$ cat config.mk
export PLATFORM = sky130hd
export DESIGN_NAME = stuffed_link_frame_builder
export DESIGN_NICKNAME = d
export VERILOG_FILES = /design/src/rtl/core/slfb_pkg.sv /design/src/rtl/core/slfb_front.sv /design/src/rtl/core/slfb_job_queue.sv /design/src/rtl/core/slfb_back.sv /design/src/rtl/core/stuffed_link_frame_builder.sv
export SDC_FILE = /design/constraint.sdc
export NUM_CORES = 1
export LEC_CHECK = 0
export ABC_AREA = 1
export BUFFER_PORTS_ARGS = -buffer_cell sky130_fd_sc_hd__buf_4
export CORE_ASPECT_RATIO = 1.75
export CORE_MARGIN = 2
export CORE_UTILIZATION = 57
export CTS_CLUSTER_SIZE = 8
export DETAILED_ROUTE_END_ITERATION = 16
export PLACE_DENSITY = 0.84
export SLEW_MARGIN = 10
export SYNTH_ARGS = -nofsm -noshare
export SYNTH_HDL_FRONTEND = slang
export SYNTH_SLANG_ARGS = --single-unit
$ cat constraint.sdc
create_clock -name clk -period 3.3 [get_ports clk]
set_input_delay 0.33 -clock clk [delete_from_list [all_inputs] [get_ports clk]]
set_output_delay 0.33 -clock clk [all_outputs]
set_load 0.1 [all_outputs]
$ cat src/rtl/core/slfb_pkg.sv
// ----------------------------------------------------------------------------
// slfb_pkg
// Shared types and constants of the stuffed link frame builder: item and
// result payloads, configuration set, job descriptor and sequencer phases.
// ----------------------------------------------------------------------------
package slfb_pkg;

	// register reset values
	localparam logic [7:0] FLAG_RESET    = 8'd126;
	localparam logic [7:0] ESCAPE_RESET  = 8'd125;
	localparam logic [7:0] MASK_RESET    = 8'd32;
	localparam logic [7:0] ADDRESS_RESET = 8'd3;

	// depth of the job queue between front and back
	localparam int SLFB_JOB_DEPTH = 2;

	// apb geometry
	localparam int APB_ADDR_W = 4;
	localparam int APB_DATA_W = 32;

	// register indexes
	typedef enum logic [1:0] {
		REG_FLAG    = 2'd0,
		REG_ESCAPE  = 2'd1,
		REG_MASK    = 2'd2,
		REG_ADDRESS = 2'd3
	} reg_idx_t;

	// input actions
	localparam logic ACT_PAYLOAD     = 1'b0;
	localparam logic ACT_SUPERVISION = 1'b1;

	typedef struct packed {
		logic       action;
		logic       first_byte;
		logic       last_byte;
		logic [7:0] payload_byte;
		logic [7:0] control_byte;
	} item_t;

	typedef struct packed {
		logic [7:0] out_byte;
		logic       run_last;
		logic       frame_end;
	} result_t;

	typedef struct packed {
		logic [7:0] flag_value;
		logic [7:0] escape_value;
		logic [7:0] stuff_mask;
		logic [7:0] address_value;
	} cfg_t;

	// one unit of work for the back part
	typedef struct packed {
		logic       sup;     // supervision frame
		logic       hdr;     // header goes out first
		logic       last;    // bcc2 and closing flag follow the data byte
		logic [7:0] ctrl;
		logic [7:0] data;
		logic [7:0] bcc;     // running xor including this data byte
	} job_t;

	// queue head as seen by the back part
	typedef struct packed {
		logic valid;
		job_t job;
	} job_head_t;

	typedef enum logic [3:0] {
		PH_START,
		PH_FLAG_OPEN,
		PH_ADDR,
		PH_CTRL,
		PH_BCC1,
		PH_DATA,
		PH_DATA_ESC,
		PH_BCC2,
		PH_BCC2_ESC,
		PH_FLAG_CLOSE
	} phase_t;

endpackage

$ cat src/rtl/core/slfb_front.sv
// ----------------------------------------------------------------------------
// slfb_front
// Classifies accepted items, keeps the running bcc2 and frame state, and
// turns every item that produces bytes into one job for the back part.
// ----------------------------------------------------------------------------
module slfb_front (
	input  logic           clk,
	input  logic           arst_n,
	input  logic           accept,
	input  slfb_pkg::item_t item,
	output logic           job_push,
	output slfb_pkg::job_t job
);
	import slfb_pkg::*;

	logic [7:0] parity_q;
	logic       in_frame_q;
	logic [7:0] par_base;
	logic [7:0] par_new;
	logic       open_ok;

	// frame state and running parity as this item sees them
	always_comb begin
		par_base = item.first_byte ? 8'd0 : parity_q;
		par_new  = par_base ^ item.payload_byte;
		open_ok  = item.first_byte || in_frame_q;
	end

	// job descriptor
	always_comb begin
		job.sup  = (item.action == ACT_SUPERVISION);
		job.hdr  = (item.action == ACT_SUPERVISION) || item.first_byte;
		job.last = item.last_byte;
		job.ctrl = item.control_byte;
		job.data = item.payload_byte;
		job.bcc  = par_new;
		job_push = accept && ((item.action == ACT_SUPERVISION) || open_ok);
	end

	// frame state update, supervision leaves it alone
	always_ff @(posedge clk or negedge arst_n) begin
		if (!arst_n) begin
			parity_q   <= 8'd0;
			in_frame_q <= 1'b0;
		end else if (accept && (item.action == ACT_PAYLOAD) && open_ok) begin
			if (item.last_byte) begin
				parity_q   <= 8'd0;
				in_frame_q <= 1'b0;
			end else begin
				parity_q   <= par_new;
				in_frame_q <= 1'b1;
			end
		end
	end

endmodule

$ cat src/rtl/core/slfb_job_queue.sv
// ----------------------------------------------------------------------------
// slfb_job_queue
// Short first-in first-out queue of jobs between front and back.
// ----------------------------------------------------------------------------
module slfb_job_queue #(
	parameter int DEPTH = slfb_pkg::SLFB_JOB_DEPTH
) (
	input  logic                 clk,
	input  logic                 arst_n,
	input  logic                 wr_en,
	input  slfb_pkg::job_t       wr_job,
	input  logic                 rd_en,
	output slfb_pkg::job_head_t  head,
	output logic                 full
);
	import slfb_pkg::*;

	localparam int PTR_W = (DEPTH > 1) ? $clog2(DEPTH) : 1;
	localparam int CNT_W = $clog2(DEPTH + 1);

	job_t             slot_q [DEPTH];
	logic [PTR_W-1:0] wr_ptr_q;
	logic [PTR_W-1:0] rd_ptr_q;
	logic [CNT_W-1:0] count_q;
	logic             do_wr;
	logic             do_rd;

	// status and head
	always_comb begin
		full       = (count_q == CNT_W'(DEPTH));
		head.valid = (count_q != '0);
		head.job   = slot_q[rd_ptr_q];
		do_wr      = wr_en && !full;
		do_rd      = rd_en && head.valid;
	end

	// slot storage
	always_ff @(posedge clk) begin
		if (do_wr) begin
			slot_q[wr_ptr_q] <= wr_job;
		end
	end

	// pointers and fill count
	always_ff @(posedge clk or negedge arst_n) begin
		if (!arst_n) begin
			wr_ptr_q <= '0;
			rd_ptr_q <= '0;
			count_q  <= '0;
		end else begin
			if (do_wr) begin
				wr_ptr_q <= (wr_ptr_q == PTR_W'(DEPTH - 1)) ? '0 : wr_ptr_q + 1'b1;
			end
			if (do_rd) begin
				rd_ptr_q <= (rd_ptr_q == PTR_W'(DEPTH - 1)) ? '0 : rd_ptr_q + 1'b1;
			end
			if (do_wr && !do_rd) begin
				count_q <= count_q + 1'b1;
			end else if (do_rd && !do_wr) begin
				count_q <= count_q - 1'b1;
			end
		end
	end

endmodule

$ cat src/rtl/core/slfb_back.sv
// ----------------------------------------------------------------------------
// slfb_back
// Byte sequencer: walks the head job through header, stuffed data, stuffed
// bcc2 and closing flag, one line byte per cycle unless the output is held.
// ----------------------------------------------------------------------------
module slfb_back (
	input  logic                clk,
	input  logic                arst_n,
	input  slfb_pkg::cfg_t      cfg,
	input  slfb_pkg::job_head_t head,
	output logic                job_pop,
	input  logic                pop,
	output logic                empty,
	output slfb_pkg::result_t   result
);
	import slfb_pkg::*;

	phase_t  phase_q;
	phase_t  phase;
	phase_t  phase_nxt;
	logic    done;
	logic    advance;
	logic    out_valid_q;
	result_t out_q;
	result_t out_nxt;
	logic    data_hit;
	logic    bcc_hit;

	// bytes that need an escape
	always_comb begin
		data_hit = (head.job.data == cfg.flag_value) || (head.job.data == cfg.escape_value);
		bcc_hit  = (head.job.bcc == cfg.flag_value) || (head.job.bcc == cfg.escape_value);
	end

	// current byte and next phase
	always_comb begin
		if (phase_q == PH_START) begin
			phase = head.job.hdr ? PH_FLAG_OPEN : PH_DATA;
		end else begin
			phase = phase_q;
		end
		out_nxt.out_byte  = cfg.flag_value;
		out_nxt.frame_end = 1'b0;
		phase_nxt         = PH_START;
		done              = 1'b0;
		case (phase)
			PH_FLAG_OPEN: begin
				out_nxt.out_byte = cfg.flag_value;
				phase_nxt        = PH_ADDR;
			end
			PH_ADDR: begin
				out_nxt.out_byte = cfg.address_value;
				phase_nxt        = PH_CTRL;
			end
			PH_CTRL: begin
				out_nxt.out_byte = head.job.ctrl;
				phase_nxt        = PH_BCC1;
			end
			PH_BCC1: begin
				out_nxt.out_byte = cfg.address_value ^ head.job.ctrl;
				phase_nxt        = head.job.sup ? PH_FLAG_CLOSE : PH_DATA;
			end
			PH_DATA: begin
				if (data_hit) begin
					out_nxt.out_byte = cfg.escape_value;
					phase_nxt        = PH_DATA_ESC;
				end else begin
					out_nxt.out_byte = head.job.data;
					phase_nxt        = head.job.last ? PH_BCC2 : PH_START;
					done             = !head.job.last;
				end
			end
			PH_DATA_ESC: begin
				out_nxt.out_byte = head.job.data ^ cfg.stuff_mask;
				phase_nxt        = head.job.last ? PH_BCC2 : PH_START;
				done             = !head.job.last;
			end
			PH_BCC2: begin
				if (bcc_hit) begin
					out_nxt.out_byte = cfg.escape_value;
					phase_nxt        = PH_BCC2_ESC;
				end else begin
					out_nxt.out_byte = head.job.bcc;
					phase_nxt        = PH_FLAG_CLOSE;
				end
			end
			PH_BCC2_ESC: begin
				out_nxt.out_byte = head.job.bcc ^ cfg.stuff_mask;
				phase_nxt        = PH_FLAG_CLOSE;
			end
			PH_FLAG_CLOSE: begin
				out_nxt.out_byte  = cfg.flag_value;
				out_nxt.frame_end = 1'b1;
				phase_nxt         = PH_START;
				done              = 1'b1;
			end
			default: begin
				phase_nxt = PH_START;
			end
		endcase
		out_nxt.run_last = done;
		advance          = head.valid && (!out_valid_q || pop);
		job_pop          = advance && done;
	end

	// phase register
	always_ff @(posedge clk or negedge arst_n) begin
		if (!arst_n) begin
			phase_q <= PH_START;
		end else if (advance) begin
			phase_q <= phase_nxt;
		end
	end

	// output register, refilled when empty or in the cycle of a transfer
	always_ff @(posedge clk or negedge arst_n) begin
		if (!arst_n) begin
			out_valid_q <= 1'b0;
		end else if (!out_valid_q || pop) begin
			out_valid_q <= head.valid;
		end
	end

	always_ff @(posedge clk) begin
		if (advance) begin
			out_q <= out_nxt;
		end
	end

	assign empty  = !out_valid_q;
	assign result = out_q;

endmodule

$ cat src/rtl/core/stuffed_link_frame_builder.sv
// ----------------------------------------------------------------------------
// stuffed_link_frame_builder
// Byte-stuffing link framer with xor block check bytes.
// ----------------------------------------------------------------------------
// Input items enter through push/full; a transfer happens when push is high
// and full is low. Line bytes leave through empty/pop; the oldest byte sits
// on result while empty is low and moves on a cycle with pop high.
// An APB port sets flag, escape, stuff mask and address (byte offsets 0, 4,
// 8, 12); write it only while the framer is idle.
// The first byte of an item passes through the job queue and the output
// register. The back sequencer sends one line byte per cycle while pop keeps
// the output free; an item makes 1 line byte for a plain payload byte, 2 for a
// stuffed one, up to 9 for a one-byte frame with header and stuffed bcc2, and
// 5 for a supervision frame. Payload without an open frame makes no bytes.
// A job queue of JOB_DEPTH entries decouples input from the sequencer, so
// items keep arriving while a longer item is still being sent.
// Reset returns the registers to their defaults, closes any open frame and
// empties the job queue and output register.
// When pop stays low the output byte holds, the sequencer waits, the queue
// fills and full rises.
// ----------------------------------------------------------------------------
module stuffed_link_frame_builder #(
	parameter int JOB_DEPTH = slfb_pkg::SLFB_JOB_DEPTH
) (
	input  logic                               clk,
	input  logic                               arst_n,
	input  logic                               push,
	output logic                               full,
	input  slfb_pkg::item_t                    item,
	output logic                               empty,
	input  logic                               pop,
	output slfb_pkg::result_t                  result,
	input  logic                               psel,
	input  logic                               penable,
	input  logic                               pwrite,
	input  logic [slfb_pkg::APB_ADDR_W-1:0]    paddr,
	input  logic [slfb_pkg::APB_DATA_W-1:0]    pwdata,
	output logic [slfb_pkg::APB_DATA_W-1:0]    prdata,
	output logic                               pready
);
	import slfb_pkg::*;

	cfg_t      cfg_q;
	reg_idx_t  reg_idx;
	logic      accept;
	logic      job_push;
	job_t      job;
	job_head_t head;
	logic      job_pop;

	// configuration registers
	assign pready  = 1'b1;
	assign reg_idx = reg_idx_t'(paddr[3:2]);

	always_ff @(posedge clk or negedge arst_n) begin
		if (!arst_n) begin
			cfg_q.flag_value    <= FLAG_RESET;
			cfg_q.escape_value  <= ESCAPE_RESET;
			cfg_q.stuff_mask    <= MASK_RESET;
			cfg_q.address_value <= ADDRESS_RESET;
		end else if (psel && penable && pwrite && pready) begin
			case (reg_idx)
				REG_FLAG:    cfg_q.flag_value    <= pwdata[7:0];
				REG_ESCAPE:  cfg_q.escape_value  <= pwdata[7:0];
				REG_MASK:    cfg_q.stuff_mask    <= pwdata[7:0];
				REG_ADDRESS: cfg_q.address_value <= pwdata[7:0];
				default: begin
				end
			endcase
		end
	end

	// register read back
	always_comb begin
		case (reg_idx)
			REG_FLAG:    prdata = APB_DATA_W'(cfg_q.flag_value);
			REG_ESCAPE:  prdata = APB_DATA_W'(cfg_q.escape_value);
			REG_MASK:    prdata = APB_DATA_W'(cfg_q.stuff_mask);
			REG_ADDRESS: prdata = APB_DATA_W'(cfg_q.address_value);
			default:     prdata = '0;
		endcase
	end

	// input transfer
	assign accept = push && !full;

	slfb_front u_front (
		.clk      (clk),
		.arst_n   (arst_n),
		.accept   (accept),
		.item     (item),
		.job_push (job_push),
		.job      (job)
	);

	slfb_job_queue #(
		.DEPTH (JOB_DEPTH)
	) u_queue (
		.clk    (clk),
		.arst_n (arst_n),
		.wr_en  (job_push),
		.wr_job (job),
		.rd_en  (job_pop),
		.head   (head),
		.full   (full)
	);

	slfb_back u_back (
		.clk     (clk),
		.arst_n  (arst_n),
		.cfg     (cfg_q),
		.head    (head),
		.job_pop (job_pop),
		.pop     (pop),
		.empty   (empty),
		.result  (result)
	);

endmodule

==> flow_metrics.tcl <==
set metrics [dict create \
    placed_area_sq_mm 0.00688 \
    place_congestion 0.942 \
    fin_cells 1013 \
    die-area_sq_mm 0.0122 \
    worstSetupStartpointType "flip-flop" \
    port_buffers 55 \
    grt_antenna_before_repair 0 \
    yosys_warnings 0 \
    htree_levels 4 \
    drive_gt1_share_pct 15.2 \
    via_count 5736 \
    grt_use_met3_pct 5.48 \
    cts_num_sinks 114 \
    setup_viol 0 \
    gr-usage-met2_pct 50.0 \
    drc 0 \
    end_kind "flip-flop" \
    grt_pass1_wl_mm 26.5 \
    outcome "finished, final reports clean" \
    criticalPathCategory "reg2reg" \
    diodes 0 \
    peakVddDrop_v 0.000678 \
    gr-total-overflow 0 \
    cp.arrival_ps 3210 \
    synth-seq-cells 114 \
    p_per_area_mw_per_mm2 1000 \
    pre_cts_ws_ps 465 \
    cts.repair.resized 0 \
    fp.dieH_microns 145 \
    grt_pass1_vias 5247 \
    synth_top_area_share_pct 29.9 \
    clockRootBuffer "clkbuf_16" \
    async_flop_share_pct 43.9 \
    min_period_ps 2930 \
    grt_max_degree 51 \
    max_freq_mhz 342 \
    finalWirelength_mm 16.9 \
    clkTransAtPathRegs_ps 60 \
    drtIter0Drc 534 \
    synth_commonest_cells "262 x nand2_1, 96 x inv_1, 82 x nand3_1, 64 x edfxtp_1, 59 x o21ai_0" \
    fin_util_pct 67.8 \
    die_w_microns 84.3 \
    nNetsFinal 931 \
    drt-pass1-iter-count 6 \
    core_sq_mm 0.0110 \
    clock_latency_ps 410 \
    syn_inst 801 \
    wl_per_cell_microns 16.7 \
    dp_hpwl_mm 12.5 \
    cp.required_ps 3590 \
    initial_core_util_pct 58.3 \
    syn_to_final_growth_pct 16.3 \
    synth_area_leaders "edfxtp_1 30%, nand2_1 15%, dfrtp_1 14%" \
    rows 51 \
    setup_tns_ps 0 \
    dp.cells 980 \
    finalInstanceArea_sq_mm 0.00748 \
    ant_nets 0 \
    yosysMostFrequentCell "nand2_1" \
    rsz0062_at_grt "no" \
    finalMaxSlewViolations 0 \
    synth-edff-count 64 \
    fin_crit_sh_pct 88.7 \
    cts_buffers 17 \
    fin_ws_ps 372 \
    viasPerCell 5.66 \
    synth_area_sq_mm 0.00643 \
    ys_types 40 \
    cts_tree "yes" \
    yosysSeqAreaShare_pct 49.6 \
    grt_usage_pct 28.9 \
    ys.flop_type "edfxtp_1" \
    use_met1_pct 30.7 \
    hold_violations 0 \
    clock_skew_ps 7.22 \
    synth_top_area_cell "edfxtp_1" \
    worst_hold_path_type "in2reg" \
    drv_cap 0 \
    max-slew-margin-rel_pct 49.6 \
    p_leak_uw 0.00354 \
    critPathMaxFanout 17 \
    syn_area_per_cell_sq_um 8.03 \
    boundaryPins 107 \
    busiest_layer "met2" \
    clockBufferDepth 2 \
    max_slew.worst_pin.slew_ps 753 \
]
==> cell families (layout without fill, tap and decap cells) <==
family / Yosys count / count (layout) / share of synthesized area (%)
other: 2 / 25 / 0.117
adder cells (fa/ha/maj): 1 / 1 / 0.194
XOR/XNOR: 18 / 18 / 2.45
AO/OA/AOI/OAI: 94 / 94 / 8.27
multiplexers: 1 / 1 / 0.156
AND/OR/NAND/NOR: 433 / 433 / 28.9
buffers and inverters: 138 / 195 / 10.3
flip-flops: 114 / 114 / 49.6
==> timing repair <==
item,4_1_cts,5_1_grt
hold endpoints to repair,35,0
hold buffers,1,0
buffers inserted,0,0
==> per-stage QoR <==
| step | total power [uW] | hold slack (ps) |
|---|---|---|
| after CTS | 7480 | 87.7 |
| final | 7500 | 103 |
| after detailed placement | 5620 | 398 |
| after floorplan | 4870 | 34.4 |
| after global placement | 5520 | 398 |
| after global routing | 7910 | 87.6 |
==> critical path, stage by stage, from the launching register on <==
cell	delay [ps]
dfrtp_1	370
inv_1	390
nand2_1	170
nand2_1	150
nand2_1	60
nand2_1	60
inv_1	40
nand2_1	50
nor2_1	50
nand2_2	180
nand3_1	120
o21ai_2	290
nand2_1	140
ha_1	360
a21oi_1	110
o21ai_0	110
xor2_1	150
==> registers in the layout, summed over array words and instances, names as in the netlist <==
| name | count |
|---|---|
| u_back.phase_q | 4 |
| u_queue.rd_ptr_q | 1 |
| u_queue.wr_ptr_q | 1 |
| u_back.result | 10 |
| u_front.in_frame_q | 1 |
| cfg_q | 32 |
| u_back.out_valid_q | 1 |
| u_queue.count_q | 2 |
| u_queue.slot_q | 54 |
| u_front.parity_q | 8 |
==> metal layers <==
| metal | vias up | share of wire [%] |
|---|---|---|
| li1 | 2704 | - |
| met1 | 2608 | 34 |
| met2 | 342 | 51 |
| met3 | 82 | 7.0 |
| met4 | 0 | 8.4 |
| met5 | - | 0 |
==> power breakdown <==
group	switching [uW]	leakage (uW)	internal (uW)
registers	280	0.00120	2040
clock network	658	0.000277	1190
logic	2450	0.00207	891
==> cells in the final DEF, fill, tap and decap left out, types with 2 or more instances in the layout <==
master,count
o21ai_1,2
a21oi_1,8
edfxtp_1,64
bufinv_16,3
dfrtp_1,35
nand3_1,82
dfstp_2,15
o211ai_1,2
or2_2,6
clkbuf_16,17
nand2_4,2
conb_1,25
o2111ai_1,7
nor2_2,2
nand2_2,11
clkinv_1,3
nand2_1,262
xor2_1,17
nor2_1,48
o21ai_0,59
o22ai_1,9
nand3b_1,2
inv_1,96
clkinvlp_4,4
a21boi_0,4
inv_6,2
clkbuf_1,2
clkinv_2,2
buf_4,64
nand4_1,11
==> path summary, 6_finish.rpt <==
path                       cells after the start             start                     to  slack, ps
min in group asynchronous                      2            arst_n     u_back.out_valid_q        500
max in group asynchronous                      2            arst_n      u_back.phase_q[0]       2350
hold / removal                                 1           item[0]  u_queue.slot_q[1][16]        100
hold reg to reg                                2          cfg_q[1]               cfg_q[1]        520
setup reg to reg                              16  u_queue.rd_ptr_q     u_queue.count_q[1]        370
setup / recovery                              16  u_queue.rd_ptr_q     u_queue.count_q[1]        370
==> cell type report <==
| type | instances | area, sq um |
|---|---|---|
| Timing Repair Buffer | 65 | 490 |
| Multi-Input combinational cell | 572 | 2670 |
| Clock inverter | 13 | 160 |
| Clock buffer | 19 | 433 |
| Sequential cell | 114 | 3190 |
| Tap cell | 132 | 165 |
| Inverter | 98 | 368 |
| Fill cell | 890 | 3560 |
No activity file was read; power rests on OpenSTA's default activity.
